$ cat config.mk
export PLATFORM = sky130hd
export DESIGN_NAME = cascaded_reload_timers_core
export DESIGN_NICKNAME = d
export VERILOG_FILES = /design/src/rtl/core/crt_pkg.sv /design/src/rtl/core/crt_ctrl.sv /design/src/rtl/core/crt_datapath.sv /design/src/rtl/core/cascaded_reload_timers_core.sv
export SDC_FILE = /design/constraint.sdc
export NUM_CORES = 1
export LEC_CHECK = 0
export BUFFER_PORTS_ARGS = -buffer_cell sky130_fd_sc_hd__buf_4
export CAP_MARGIN = 20
export CORE_MARGIN = 2
export CORE_UTILIZATION = 55
export DETAILED_ROUTE_END_ITERATION = 8
export GPL_TIMING_DRIVEN = 0
export PLACE_DENSITY = 0.77
export SYNTH_ARGS = -nofsm -noshare
export SYNTH_HDL_FRONTEND = slang
export SYNTH_SLANG_ARGS = --single-unit
export TNS_END_PERCENT = 30
$ cat constraint.sdc
create_clock -name clock -period 4.1 [get_ports clock]
set_input_delay 0.41 -clock clock [delete_from_list [all_inputs] [get_ports clock]]
set_output_delay 0.41 -clock clock [all_outputs]
set_load 0.05 [all_outputs]
$ cat src/rtl/core/crt_pkg.sv
// Package for the cascaded reload timer core: widths, register codes,
// controller state, and the command/status structs shared by all modules.
// No dependencies.
`default_nettype none

package crt_pkg;

   localparam int DEFAULT_TIMER_COUNT = 4;

   localparam int COUNT_W    = 16;
   localparam int PRESCALE_W = 11;
   localparam int SUM_W      = PRESCALE_W + 1;   // prescale count plus one item's cycles
   localparam int CYCLES_W   = 7;
   localparam int CTRL_W     = 5;
   localparam int CSR_IDX_W  = 3;
   localparam int CSR_DATA_W = 16;
   localparam int IRQ_W      = 4;
   localparam int SOUND_W    = 2;
   localparam int SHIFT_W    = 4;

   // control register bit positions
   localparam int CTRL_SEL_LO  = 0;
   localparam int CTRL_SEL_HI  = 1;
   localparam int CTRL_CASCADE = 2;
   localparam int CTRL_IRQ     = 3;
   localparam int CTRL_START   = 4;

   localparam logic [COUNT_W-1:0] MAX_COUNT = 16'hFFFF;

   typedef enum logic [CSR_IDX_W-1:0] {
      REG_RELOAD_ZERO   = 3'd0,
      REG_RELOAD_ONE    = 3'd1,
      REG_RELOAD_TWO    = 3'd2,
      REG_RELOAD_THREE  = 3'd3,
      REG_CONTROL_ZERO  = 3'd4,
      REG_CONTROL_ONE   = 3'd5,
      REG_CONTROL_TWO   = 3'd6,
      REG_CONTROL_THREE = 3'd7
   } csr_reg_type;

   typedef enum logic [1:0] {
      PSC_DIV1    = 2'd0,
      PSC_DIV64   = 2'd1,
      PSC_DIV256  = 2'd2,
      PSC_DIV1024 = 2'd3
   } prescale_sel_type;

   typedef enum logic [1:0] {
      ST_IDLE,
      ST_SETUP,
      ST_WRAP,
      ST_DELIVER
   } ctrl_state_type;

   typedef struct packed {
      logic begin_item;   // latch cycles, clear masks, select timer 0
      logic setup;        // start handling and prescale add for current timer
      logic step;         // one counter advance / wrap iteration
      logic publish;      // load the result register
   } crt_cmd_type;

   typedef struct packed {
      logic wrap_done;    // remaining counts fit without another overflow
      logic last_timer;
   } crt_status_type;

   // periods 1, 64, 256, 1024 expressed as shift amounts
   function automatic logic [SHIFT_W-1:0] prescale_shift(input logic [1:0] sel);
      logic [SHIFT_W-1:0] sh;
      unique case (prescale_sel_type'(sel))
         PSC_DIV1:    sh = 4'd0;
         PSC_DIV64:   sh = 4'd6;
         PSC_DIV256:  sh = 4'd8;
         PSC_DIV1024: sh = 4'd10;
         default:     sh = 4'd0;
      endcase
      return sh;
   endfunction

endpackage

`default_nettype wire

$ cat src/rtl/core/crt_ctrl.sv
// Controller FSM for the cascaded reload timer core: sequences the timers
// and owns the handshake state. Depends on crt_pkg.
`default_nettype none

module crt_ctrl (
   input  wire                    clock,
   input  wire                    reset,
   input  wire                    req_valid,
   output logic                   req_stall,
   output logic                   rsp_valid,
   input  wire                    rsp_stall,
   input  wire crt_pkg::crt_status_type sts,
   output crt_pkg::crt_cmd_type    cmd
);
   import crt_pkg::*;

   ctrl_state_type state_ff, state_in;
   logic           rsp_valid_ff, rsp_valid_in;

   always_ff @(posedge clock) begin
      if (reset) begin
         state_ff     <= ST_IDLE;
         rsp_valid_ff <= 1'b0;
      end else begin
         state_ff     <= state_in;
         rsp_valid_ff <= rsp_valid_in;
      end
   end

   always_comb begin
      state_in = state_ff;
      cmd      = '0;
      unique case (state_ff)
         ST_IDLE: begin
            if (req_valid) begin
               cmd.begin_item = 1'b1;
               state_in       = ST_SETUP;
            end
         end
         ST_SETUP: begin
            cmd.setup = 1'b1;
            state_in  = ST_WRAP;
         end
         ST_WRAP: begin
            cmd.step = 1'b1;
            if (sts.wrap_done) begin
               state_in = sts.last_timer ? ST_DELIVER : ST_SETUP;
            end
         end
         ST_DELIVER: begin
            // output register free or being drained this cycle
            if (!rsp_valid_ff || !rsp_stall) begin
               cmd.publish = 1'b1;
               state_in    = ST_IDLE;
            end
         end
         default: state_in = ST_IDLE;
      endcase

      if (cmd.publish) begin
         rsp_valid_in = 1'b1;
      end else begin
         rsp_valid_in = rsp_valid_ff && rsp_stall;
      end
   end

   assign req_stall = (state_ff != ST_IDLE);
   assign rsp_valid = rsp_valid_ff;

endmodule

`default_nettype wire

$ cat src/rtl/core/crt_datapath.sv
// Datapath of the cascaded reload timer core: config registers, per-timer
// counters and prescalers, the wrap iteration and the result register.
// Depends on crt_pkg.
`default_nettype none

module crt_datapath #(
   parameter int TIMER_COUNT = crt_pkg::DEFAULT_TIMER_COUNT
) (
   input  wire                                  clock,
   input  wire                                  reset,
   input  wire                                  csr_write,
   input  wire  [crt_pkg::CSR_IDX_W-1:0]        csr_index,
   input  wire  [crt_pkg::CSR_DATA_W-1:0]       csr_wdata,
   input  wire  [crt_pkg::CYCLES_W-1:0]         req_elapsed_cycles,
   input  wire crt_pkg::crt_cmd_type            cmd,
   output crt_pkg::crt_status_type              sts,
   output logic [crt_pkg::IRQ_W-1:0]            rsp_irq_request_mask,
   output logic [crt_pkg::SOUND_W-1:0]          rsp_sound_overflow_mask,
   output logic [crt_pkg::COUNT_W-1:0]          rsp_count_zero,
   output logic [crt_pkg::COUNT_W-1:0]          rsp_count_one,
   output logic [crt_pkg::COUNT_W-1:0]          rsp_count_two,
   output logic [crt_pkg::COUNT_W-1:0]          rsp_count_three
);
   import crt_pkg::*;

   localparam int IdxW = (TIMER_COUNT > 1) ? $clog2(TIMER_COUNT) : 1;
   localparam int OutTimers = 4;

   // configuration
   logic [COUNT_W-1:0]    reload_ff  [TIMER_COUNT];
   logic [CTRL_W-1:0]     control_ff [TIMER_COUNT];
   // timer state
   logic [PRESCALE_W-1:0] prescale_ff [TIMER_COUNT];
   logic [COUNT_W-1:0]    counter_ff  [TIMER_COUNT];
   logic                  running_ff  [TIMER_COUNT];
   // per-item work registers
   logic [IdxW-1:0]       idx_ff;
   logic [CYCLES_W-1:0]   cycles_ff;
   logic [SUM_W-1:0]      todo_ff;       // counts still to apply to current timer
   logic                  ovf_ff;        // current timer overflowed this item
   logic                  prev_ovf_ff;   // previous timer overflowed this item
   logic [IRQ_W-1:0]      irq_ff;
   logic [SOUND_W-1:0]    sound_ff;
   // result register
   logic [IRQ_W-1:0]      rsp_irq_ff;
   logic [SOUND_W-1:0]    rsp_sound_ff;
   logic [COUNT_W-1:0]    rsp_count_ff [OutTimers];

   logic                  csr_is_reload, csr_is_control;
   logic [1:0]            csr_timer;

   logic [CTRL_W-1:0]     ctrl_cur;
   logic [COUNT_W-1:0]    reload_cur, counter_cur;
   logic [PRESCALE_W-1:0] prescale_cur;
   logic                  running_cur;
   logic                  start, cascade, count_en;
   logic [PRESCALE_W-1:0] pc_base;
   logic [COUNT_W-1:0]    cnt_base;
   logic [SUM_W-1:0]      add_amt, psc_sum, psc_mask;
   logic [SHIFT_W-1:0]    shift;
   logic [COUNT_W-1:0]    space;
   logic [COUNT_W:0]      gap;
   logic                  fits;
   logic [COUNT_W-1:0]    cnt_view [OutTimers];

   always_comb begin
      csr_is_reload  = 1'b0;
      csr_is_control = 1'b0;
      unique case (csr_reg_type'(csr_index))
         REG_RELOAD_ZERO, REG_RELOAD_ONE, REG_RELOAD_TWO, REG_RELOAD_THREE:
            csr_is_reload = 1'b1;
         REG_CONTROL_ZERO, REG_CONTROL_ONE, REG_CONTROL_TWO, REG_CONTROL_THREE:
            csr_is_control = 1'b1;
         default: ;
      endcase
      csr_timer = csr_index[1:0];
   end

   // current timer view
   always_comb begin
      ctrl_cur     = control_ff[idx_ff];
      reload_cur   = reload_ff[idx_ff];
      counter_cur  = counter_ff[idx_ff];
      prescale_cur = prescale_ff[idx_ff];
      running_cur  = running_ff[idx_ff];

      start    = ctrl_cur[CTRL_START];
      cascade  = (idx_ff != '0) && ctrl_cur[CTRL_CASCADE];
      count_en = !cascade || prev_ovf_ff;
      pc_base  = running_cur ? prescale_cur : '0;
      cnt_base = running_cur ? counter_cur : reload_cur;
      add_amt  = cascade ? SUM_W'(1) : SUM_W'(cycles_ff);
      psc_sum  = SUM_W'(pc_base) + add_amt;
      shift    = prescale_shift(ctrl_cur[CTRL_SEL_HI:CTRL_SEL_LO]);
      psc_mask = ~({SUM_W{1'b1}} << shift);

      space = MAX_COUNT - counter_cur;
      gap   = {1'b0, space} + (COUNT_W+1)'(1);
      fits  = ((COUNT_W+1)'(todo_ff) <= {1'b0, space});
   end

   assign sts.wrap_done  = fits;
   assign sts.last_timer = (idx_ff == IdxW'(TIMER_COUNT - 1));

   always_ff @(posedge clock) begin
      if (reset) begin
         for (int j = 0; j < TIMER_COUNT; j++) begin
            reload_ff[j]   <= '0;
            control_ff[j]  <= '0;
            prescale_ff[j] <= '0;
            counter_ff[j]  <= '0;
            running_ff[j]  <= 1'b0;
         end
      end else begin
         for (int j = 0; j < TIMER_COUNT; j++) begin
            if (csr_write && (int'(csr_timer) == j)) begin
               if (csr_is_reload) begin
                  reload_ff[j] <= csr_wdata;
               end
               if (csr_is_control) begin
                  control_ff[j] <= csr_wdata[CTRL_W-1:0];
               end
            end
         end

         if (cmd.setup) begin
            if (start) begin
               running_ff[idx_ff] <= 1'b1;
               counter_ff[idx_ff] <= cnt_base;
               if (count_en) begin
                  prescale_ff[idx_ff] <= PRESCALE_W'(psc_sum & psc_mask);
               end else begin
                  prescale_ff[idx_ff] <= pc_base;
               end
            end else begin
               running_ff[idx_ff] <= 1'b0;
            end
         end

         if (cmd.step) begin
            if (fits) begin
               counter_ff[idx_ff] <= counter_cur + COUNT_W'(todo_ff);
            end else begin
               counter_ff[idx_ff] <= reload_cur;
            end
         end
      end
   end

   always_ff @(posedge clock) begin
      if (cmd.begin_item) begin
         cycles_ff   <= req_elapsed_cycles;
         idx_ff      <= '0;
         prev_ovf_ff <= 1'b0;
         irq_ff      <= '0;
         sound_ff    <= '0;
      end

      if (cmd.setup) begin
         ovf_ff  <= 1'b0;
         todo_ff <= (start && count_en) ? (psc_sum >> shift) : '0;
      end

      if (cmd.step) begin
         if (fits) begin
            // timer finished for this item
            prev_ovf_ff <= ovf_ff;
            for (int b = 0; b < IRQ_W; b++) begin
               if (int'(idx_ff) == b && ovf_ff && ctrl_cur[CTRL_IRQ]) begin
                  irq_ff[b] <= 1'b1;
               end
            end
            for (int b = 0; b < SOUND_W; b++) begin
               if (int'(idx_ff) == b && ovf_ff) begin
                  sound_ff[b] <= 1'b1;
               end
            end
            if (!sts.last_timer) begin
               idx_ff <= idx_ff + IdxW'(1);
            end
         end else begin
            todo_ff <= todo_ff - SUM_W'(gap);
            ovf_ff  <= 1'b1;
         end
      end

      if (cmd.publish) begin
         rsp_irq_ff   <= irq_ff;
         rsp_sound_ff <= sound_ff;
         for (int j = 0; j < OutTimers; j++) begin
            rsp_count_ff[j] <= cnt_view[j];
         end
      end
   end

   for (genvar j = 0; j < OutTimers; j++) begin : g_view
      if (j < TIMER_COUNT) begin : g_live
         assign cnt_view[j] = counter_ff[j];
      end else begin : g_absent
         assign cnt_view[j] = '0;
      end
   end

   assign rsp_irq_request_mask    = rsp_irq_ff;
   assign rsp_sound_overflow_mask = rsp_sound_ff;
   assign rsp_count_zero          = rsp_count_ff[0];
   assign rsp_count_one           = rsp_count_ff[1];
   assign rsp_count_two           = rsp_count_ff[2];
   assign rsp_count_three         = rsp_count_ff[3];

endmodule

`default_nettype wire

$ cat src/rtl/core/cascaded_reload_timers_core.sv
// Four cascadable 16-bit reload timers with prescalers.
// Channels: req_* carries one tick transaction (elapsed_cycles); rsp_* returns
// one result transaction per tick with the irq and sound overflow masks and
// all four counts after the tick. Both use valid/stall; a transaction moves
// on a clock edge with valid high and stall low.
// csr_* writes a register: index 0..3 are the reload values, 4..7 the
// control registers. csr_ready is always high; write only while idle.
// Timers are processed one after another so a cascaded timer sees its
// predecessor's overflow. Each timer passes through a setup state, then
// repeats the wrap state for each counter overflow in the tick until the
// remaining counts fit, all done by a single shared wrap step. No new tick
// is accepted while timers are processed; the next can be accepted in the
// same cycle that the new result becomes valid.
// A finished result waits in the output register while the next tick is
// accepted; if rsp_stall still holds at the end of that tick, the core
// waits before delivering.
// Reset (synchronous) clears config, counters, prescalers, run flags and FSM state only.
// Depends on crt_pkg, crt_ctrl, crt_datapath.
`default_nettype none

module cascaded_reload_timers_core #(
   parameter int TIMER_COUNT = crt_pkg::DEFAULT_TIMER_COUNT
) (
   input  wire                               clock,
   input  wire                               reset,
   input  wire                               req_valid,
   output logic                              req_stall,
   input  wire  [crt_pkg::CYCLES_W-1:0]      req_elapsed_cycles,
   output logic                              rsp_valid,
   input  wire                               rsp_stall,
   output logic [crt_pkg::IRQ_W-1:0]         rsp_irq_request_mask,
   output logic [crt_pkg::SOUND_W-1:0]       rsp_sound_overflow_mask,
   output logic [crt_pkg::COUNT_W-1:0]       rsp_count_zero,
   output logic [crt_pkg::COUNT_W-1:0]       rsp_count_one,
   output logic [crt_pkg::COUNT_W-1:0]       rsp_count_two,
   output logic [crt_pkg::COUNT_W-1:0]       rsp_count_three,
   input  wire                               csr_valid,
   output logic                              csr_ready,
   input  wire  [crt_pkg::CSR_IDX_W-1:0]     csr_index,
   input  wire  [crt_pkg::CSR_DATA_W-1:0]    csr_wdata
);
   import crt_pkg::*;

   crt_cmd_type    cmd;
   crt_status_type sts;

   assign csr_ready = 1'b1;

   crt_ctrl u_ctrl (
      .clock     (clock),
      .reset     (reset),
      .req_valid (req_valid),
      .req_stall (req_stall),
      .rsp_valid (rsp_valid),
      .rsp_stall (rsp_stall),
      .sts       (sts),
      .cmd       (cmd)
   );

   crt_datapath #(
      .TIMER_COUNT (TIMER_COUNT)
   ) u_datapath (
      .clock                   (clock),
      .reset                   (reset),
      .csr_write               (csr_valid && csr_ready),
      .csr_index               (csr_index),
      .csr_wdata               (csr_wdata),
      .req_elapsed_cycles      (req_elapsed_cycles),
      .cmd                     (cmd),
      .sts                     (sts),
      .rsp_irq_request_mask    (rsp_irq_request_mask),
      .rsp_sound_overflow_mask (rsp_sound_overflow_mask),
      .rsp_count_zero          (rsp_count_zero),
      .rsp_count_one           (rsp_count_one),
      .rsp_count_two           (rsp_count_two),
      .rsp_count_three         (rsp_count_three)
   );

`ifndef SYNTHESIS
   // an accepted tick keeps the core busy for at least the next cycle
   a_busy_after_accept: assert property (@(posedge clock) disable iff (reset)
      req_valid && !req_stall |=> req_stall)
      else $error("core not busy after accepting a tick");

   // a new result only appears after a publish command
   a_rsp_from_publish: assert property (@(posedge clock) disable iff (reset)
      $rose(rsp_valid) |-> $past(cmd.publish))
      else $error("result appeared without publish");

   // an irq from timer 0 or 1 implies its overflow was flagged
   a_irq_implies_ovf: assert property (@(posedge clock) disable iff (reset)
      rsp_valid |-> ((rsp_irq_request_mask[1:0] & ~rsp_sound_overflow_mask) == 2'b00))
      else $error("irq without overflow on timer 0 or 1");
`endif

endmodule

`default_nettype wire
==> results.json, run 1 <==
{
  "initial_core_util": 0.554,
  "use_met1": 0.326,
  "cts-hold-fix-buffers": 0,
  "required_ns": 4.39,
  "total_power_w": 0.00764,
  "p_comb_frac": 0.170,
  "maxCapViolations": 0,
  "drt_pass1_iterations": 5,
  "power_frac_seq": 0.463,
  "wl_per_cell_um": 22.3,
  "period_minus_slack_ns": 4.07,
  "place.gp.congestion": 0.971,
  "cts_tree": "built",
  "synth.top_cell.area_share": 0.593,
  "ff2ff_path_depth": 12,
  "vias_per_cell": 6.06,
  "rrSetupSlack_ns": 0.03,
  "cts_made_buffers": 30,
  "critPathArrivalTime_ns": 4.37,
  "crit_start": "u_datapath.idx_ff[0]",
  "endpoint": "u_datapath.counter_ff[0][15]",
  "powerDensity_mw_per_mm2": 467,
  "async_flop_share": 0,
  "io_buffers": 101,
  "htreeDepth": 1,
  "ys_seq_area_frac": 0.629,
  "rows": 58,
  "worstMarginPinSlew_ns": 1.07,
  "grt.busiest_layer": "met2",
  "cts_max_path_buffers": 3,
  "drive_gt1_frac": 0.235,
  "ios": 104,
  "synth_edf_count": 273,
  "critPathCaptureType": "flop",
  "grt_max_degree": 36,
  "overflow": 0,
  "stdcell_area_mm2": 0.0164,
  "die_area_mm2": 0.0264,
  "cp-start-kind": "flop",
  "synthToLayoutAreaGrowth_pct": 18.3,
  "r2r_end": "u_datapath.counter_ff[0][15]",
  "hp-class": "in2reg",
  "drc": 0,
  "sw_frac_of_total": 0.260,
  "slew_headroom": 0.283,
  "fin_skew_ns": 0.0201,
  "synth.avg_cell_area_um2": 13.7,
  "peakVddDrop_mv": 0.372,
  "syn-num-nets": 1070,
  "num_vias": 9113,
  "place_hpwl_um": 24200,
  "grt_use_met2": 0.448,
  "n_fill_cell": 1842,
  "routed_wl_um": 33500,
  "p_leak_nw": 6.10,
  "worstSetupPathType": "reg2reg",
  "drtAntennaViolNets": 0,
  "synth_top_area_cell": "edfxtp_1",
  "grt_usage": 0.257,
  "fin_crit_sh": 0.994,
  "die_w_um": 163,
  "yosysWarnings": 0,
  "p_clk_frac": 0.368,
  "antenna_found_initial": 0,
  "synth_cell_type_count": 69,
  "diodes": 0,
  "finalNetCount": 1211,
  "p_int_w": 0.00566,
  "hold_violations": 0,
  "clk_latency_ns": 0.57,
  "grt_first_pass_wirelength_um": 51100,
  "synth_cells": 1013,
  "rsz0062_at_grt": "true",
  "power_switching_w": 0.00198,
  "cts-root-buf": "clkbuf_16",
  "die_h_um": 163,
  "setup_violations": 0,
  "use_met3": 0.0377,
  "postPlaceCellArea_mm2": 0.0151,
  "cp_max_fo": 10,
  "clk_pin_slew_worst_paths_ns": 0.07,
  "syn_area_mm2": 0.0138,
  "fmax_mhz": 245,
  "first_iter_violations": 964,
  "ys_ff_latch": 298,
  "grt_pass1_vias": 8977,
  "cts_sinks": 298,
  "status": "completed",
  "synth_flop_cell": "edfxtp_1",
  "coreArea_mm2": 0.0250,
  "r2r-start": "u_datapath.idx_ff[0]",
  "timing_max_transition_violations_final": 0,
  "yosys-top-cells-area": "edfxtp_1, mux4_2, and2_1"
}
[power by group through the flow]
stage                     sequential [W]  clock, W  combinational, W
after floorplan                  0.00359         0          0.000823
after global placement           0.00359         0           0.00118
after detailed placement         0.00360         0           0.00120
after CTS                        0.00353   0.00283           0.00125
after global routing             0.00355   0.00294           0.00139
final                            0.00353   0.00281           0.00130
[critical path: stages (launching register included)]
cell,delay [ns]
dfxtp_4,0.41
buf_12,0.18
buf_12,0.18
buf_8,0.20
mux4_2,0.59
ha_1,0.36
a21o_1,0.21
a221o_1,0.35
o211a_1,0.28
o311a_1,0.32
a32o_1,0.22
a311oi_2,0.37
nor2_1,0.11
[what timing repair did]
item | in CTS | in global routing
hold endpoints to repair | 0 | 0
pin swaps | 4 | 4
setup endpoints to repair | 128 | 78
cloned | 0 | 0
buffers inserted | 6 | 1
gates resized for setup | 40 | 27
[registers in the layout, summed over array words and instances (netlist names), 2 cells and up]
signal                              flops
u_ctrl.state_ff                         2
u_datapath.rsp_count_ff                64
u_datapath.todo_ff                     12
u_datapath.sound_ff                     2
u_datapath.idx_ff                       2
u_datapath.counter_ff                  64
u_datapath.rsp_irq_request_mask         4
u_datapath.reload_ff                   64
u_datapath.prescale_ff                 44
u_datapath.control_ff                  20
u_datapath.irq_ff                       4
u_datapath.running_ff                   4
u_datapath.rsp_sound_overflow_mask      2
u_datapath.cycles_ff                    7
[kinds of logic (layout without fill, tap and decap cells)]
logic type,count (synthesis),in the layout,synth area share
AOI/OAI and AO/OA,161,161,0.0829
other,1,1,0.000271
xor gates and xnor gates,14,14,0.00886
buffers and inverters,79,240,0.0243
muxes,74,74,0.0995
adders and majority gates,26,26,0.0246
and+or+nand+nor,360,360,0.131
DFF,298,298,0.629
[final cells by class]
| class | instances | area [um2] | area share |
|---|---|---|---|
| plain buffers | 44 | 298 | 0.0182 |
| clock buffers | 32 | 779 | 0.0476 |
| clock inverters | 20 | 224 | 0.0137 |
| inverters | 33 | 124 | 0.00757 |
| multi-input cells | 636 | 4960 | 0.303 |
| flip-flops and latches | 298 | 8700 | 0.532 |
| well taps | 330 | 413 | 0.0252 |
| repair buffers | 111 | 866 | 0.0529 |
[layout by cell type (no fill, tap or decap), types with 5 or more instances in the layout]
cell       count
edfxtp_1     273
nor2_1       125
buf_4        111
and2_1       101
nand2_1       57
mux4_2        45
inv_1         33
clkbuf_16     31
a21oi_1       29
clkbuf_1      27
dfxtp_1       23
mux2i_1       18
ha_1          16
o21ai_0       15
a21o_1        14
nor3_1        12
nand2b_1      11
xnor2_1       11
nand3_1       10
o211ai_1       9
nor3b_1        9
clkinv_1       8
a21oi_2        7
a22o_1         7
a22oi_1        7
o21bai_1       7
ha_2           7
mux2_2         6
buf_12         5
bufinv_16      5
[metrics by stage]
step	worst slack [ns]	hold WS (ns)	instances	utilization	TNS (ns)
2_1_floorplan	0.00109	0.409	1013	-	0
3_3_place_gp	-1.15	0.420	1444	0.601	-81.11
3_5_place_dp	-1.12	0.417	1447	0.604	-86.80
4_1_cts	-0.00420	0.00357	1504	0.652	-0.00629
5_1_grt	-0.101	0.00825	1504	0.656	-0.304
6_report	0.0254	0.0232	1504	0.656	0
[per-layer routing]
layer | part of all wire | wire [um]
met1 | 0.38 | 12700
met2 | 0.51 | 17100
met3 | 0.075 | 2510
met4 | 0.034 | 1140
met5 | 0 | 0
[cell usage after synthesis (4+ instances only)]
master,n
nor2_1,126
a22o_1,8
o22ai_1,4
edfxtp_1,273
nand3_1,10
xnor2_1,11
o21bai_1,11
ha_1,24
a21oi_1,34
a31oi_1,6
or2_2,4
o21ai_0,19
clkbuf_1,32
a22oi_1,8
nand4_1,4
mux4_1,4
nor2b_1,4
mux2_2,6
a21oi_2,4
buf_2,8
dfxtp_1,25
o21a_1,4
and2_1,101
nand2_1,58
inv_1,33
nor3_1,12
a211oi_1,5
nand2b_1,12
mux4_2,45
nor3b_1,9
mux2i_1,19
o31ai_1,4
o211ai_1,9
o22a_1,4
a21o_1,14
[how the worst min path moves through the flow]
stage                           start  depth (start not counted)                               endpoint  slack [ns]
3_5_place_dp   u_datapath.sound_ff[1]                          0  u_datapath.rsp_sound_overflow_mask[1]        0.42
3_3_place_gp   u_datapath.sound_ff[0]                          0  u_datapath.rsp_sound_overflow_mask[0]        0.42
5_1_grt         req_elapsed_cycles[4]                          1                u_datapath.cycles_ff[4]       0.008
4_1_cts         req_elapsed_cycles[5]                          1                u_datapath.cycles_ff[5]       0.004
6_report        req_elapsed_cycles[5]                          1                u_datapath.cycles_ff[5]        0.02
2_1_floorplan    u_datapath.irq_ff[0]                          0     u_datapath.rsp_irq_request_mask[0]        0.41
Note: power is estimated with default switching activity, not from simulation.
==> run 2: changes to the inputs <==
==> constraint.sdc (replaced) <==
create_clock -name clock -period 4.1 [get_ports clock]
set_input_delay 0 -clock clock [delete_from_list [all_inputs] [get_ports clock]]
set_output_delay 0 -clock clock [all_outputs]
set_load 0.05 [all_outputs]
==> run 2 against run 1 <==
Against the previous run:
- count of clock-buffer cells in the layout is the same
- cell count up 1.6%
- worst setup slack gained 0.037 ns
- flip-flop and latch count stayed put
- critical endpoint unchanged
==> results.json, run 2 (synthesis results as in run 1) <==
{
  "slowest_delay_ns": 0.59,
  "coreArea_mm2": 0.0250,
  "hp-class": "in2reg",
  "cp_cell_sequence": "buf_12, buf_12, buf_8, mux4_2, ha_1, a21o_1, a221o_1, o211a_1, o311a_1, a32o_1, a311oi_2, nor2_1",
  "ios": 104,
  "cts_max_path_buffers": 3,
  "initial_core_util": 0.554,
  "io_buffers": 101,
  "post-route-util": 0.665,
  "worstMarginPinSlew_ns": 1.08,
  "clk_pin_slew_worst_paths_ns": 0.07,
  "grt_usage": 0.260,
  "drtAntennaViolNets": 0,
  "p_leak_nw": 6.20,
  "cp_max_fo": 10,
  "grt_first_pass_wirelength_um": 51700,
  "overflow": 0,
  "die_h_um": 163,
  "rsz0062_at_grt": "true",
  "die_area_mm2": 0.0264,
  "antenna_found_initial": 0,
  "n_fill_cell": 1809,
  "first_iter_violations": 923,
  "cts_tree": "built",
  "place.gp.congestion": 0.971,
  "required_ns": 4.40,
  "cts_made_buffers": 30,
  "worst_path_most_repeated_cell": "buf_12",
  "peakVddDrop_mv": 0.367,
  "critPathTopFamily": "compound AO/OA/AOI/OAI gates",
  "final_common_cell": "edfxtp_1",
  "grt.busiest_layer": "met2",
  "htreeDepth": 1,
  "cts-root-buf": "clkbuf_16",
  "worst-path-buf-inv": 3,
  "timing_max_transition_violations_final": 0,
  "most-common-layout-cells": "edfxtp_1, nor2_1, buf_4",
  "rows": 58,
  "synthToLayoutAreaGrowth_pct": 20.0,
  "drive_gt1_frac": 0.230,
  "drt_pass1_iterations": 5,
  "holdWs_ns": 0.112,
  "multi_input_area_mm2": 0.00496,
  "reg_top3": "u_datapath.counter_ff: 64 flops, u_datapath.reload_ff: 64 flops, u_datapath.rsp_count_ff: 64 flops",
  "tns_ns": 0,
  "grt_pass1_vias": 9128,
  "fin_skew_ns": 0.0284,
  "use_met3": 0.0372,
  "clk_latency_ns": 0.57,
  "hold_violations": 0,
  "finalNetCount": 1235,
  "num_vias": 9172,
  "status": "completed",
  "slew_headroom": 0.281,
  "total_power_w": 0.00765,
  "vias_per_cell": 6.00,
  "place_hpwl_um": 24200,
  "period_minus_slack_ns": 4.04,
  "cts_sinks": 298,
  "dp_worst_setup_slack_ns": -1.12,
  "die_w_um": 163,
  "diodes": 0,
  "grt_use_met2": 0.458,
  "critPathCaptureType": "flop",
  "worstSetupPathType": "reg2reg",
  "maxCapViolations": 0,
  "fin_crit_sh": 0.985,
  "fmax_mhz": 248,
  "setup_violations": 0,
  "wl_per_cell_um": 22.1,
  "critPathArrivalTime_ns": 4.34,
  "worst_slack_ns": 0.0620,
  "cp-start-kind": "flop",
  "slowest_stage": "mux4_2",
  "regArea_mm2": 0.00870,
  "grt_max_degree": 36,
  "use_met1": 0.328,
  "drc": 0,
  "powerDensity_mw_per_mm2": 461,
  "routed_wl_um": 33700
}
run 2: cell count changes in the layout (fill, tap and decap cells not counted), sizes merged:
cell         change
dlygate4sd3     +24
run 2: layout make-up:
cell class | count | area share
repair buffers | 135 | 0.0666
inverters | 33 | 0.00746
clock buffers | 32 | 0.0469
multi-input cells | 636 | 0.299
plain buffers | 44 | 0.0179
flip-flops and latches | 298 | 0.524
clock inverters | 20 | 0.0135
well taps | 330 | 0.0249
run 2: path summary, 6_finish.rpt:
| path | start | end | depth (start not counted) | slack [ns] |
|---|---|---|---|---|
| setup / recovery | u_datapath.idx_ff[0] | u_datapath.counter_ff[0][15] | 12 | 0.06 |
| setup reg to reg | u_datapath.idx_ff[0] | u_datapath.counter_ff[0][15] | 12 | 0.06 |
| hold reg to reg | u_datapath.sound_ff[1] | u_datapath.rsp_sound_overflow_mask[1] | 0 | 0.43 |
| hold / removal | reset | u_datapath.prescale_ff[0][10] | 4 | 0.11 |
run 2: power by group:
| group | total [W] | switching (W) | internal [W] |
|---|---|---|---|
| logic | 0.00132 | 0.000790 | 0.000526 |
| clock network | 0.00280 | 0.00113 | 0.00167 |
| registers | 0.00353 | 0.0000616 | 0.00347 |
run 2: layer usage:
| layer | wire length, um | vias to the layer above |
|---|---|---|
| met3 | 2500 | 88 |
| li1 | - | 4132 |
| met4 | 1210 | 0 |
| met2 | 17200 | 437 |
| met5 | 0 | - |
| met1 | 12800 | 4515 |
run 2: per-stage QoR:
stage / cell area (um2) / std cells
floorplan: 13800 / 1013
global placement: 15000 / 1444
detailed placement: 15100 / 1447
CTS: 16500 / 1528
global route: 16600 / 1528
finish: 16600 / 1528
run 2: tightest hold or removal path, cell delays in order:
cell and delay [ns]:
buf_4 0.15, nor2_1 0.11, nand3_1 0.18, nor2_1 0.07
run 2: timing repair:
action / 4_1_cts / 5_1_grt
hold endpoints to repair: 129 / 0
pin swaps: 4 / 4
endpoints found under the setup margin: 128 / 78
setup buffers: 6 / 1
hold buffers: 24 / 0
resized for setup: 40 / 27
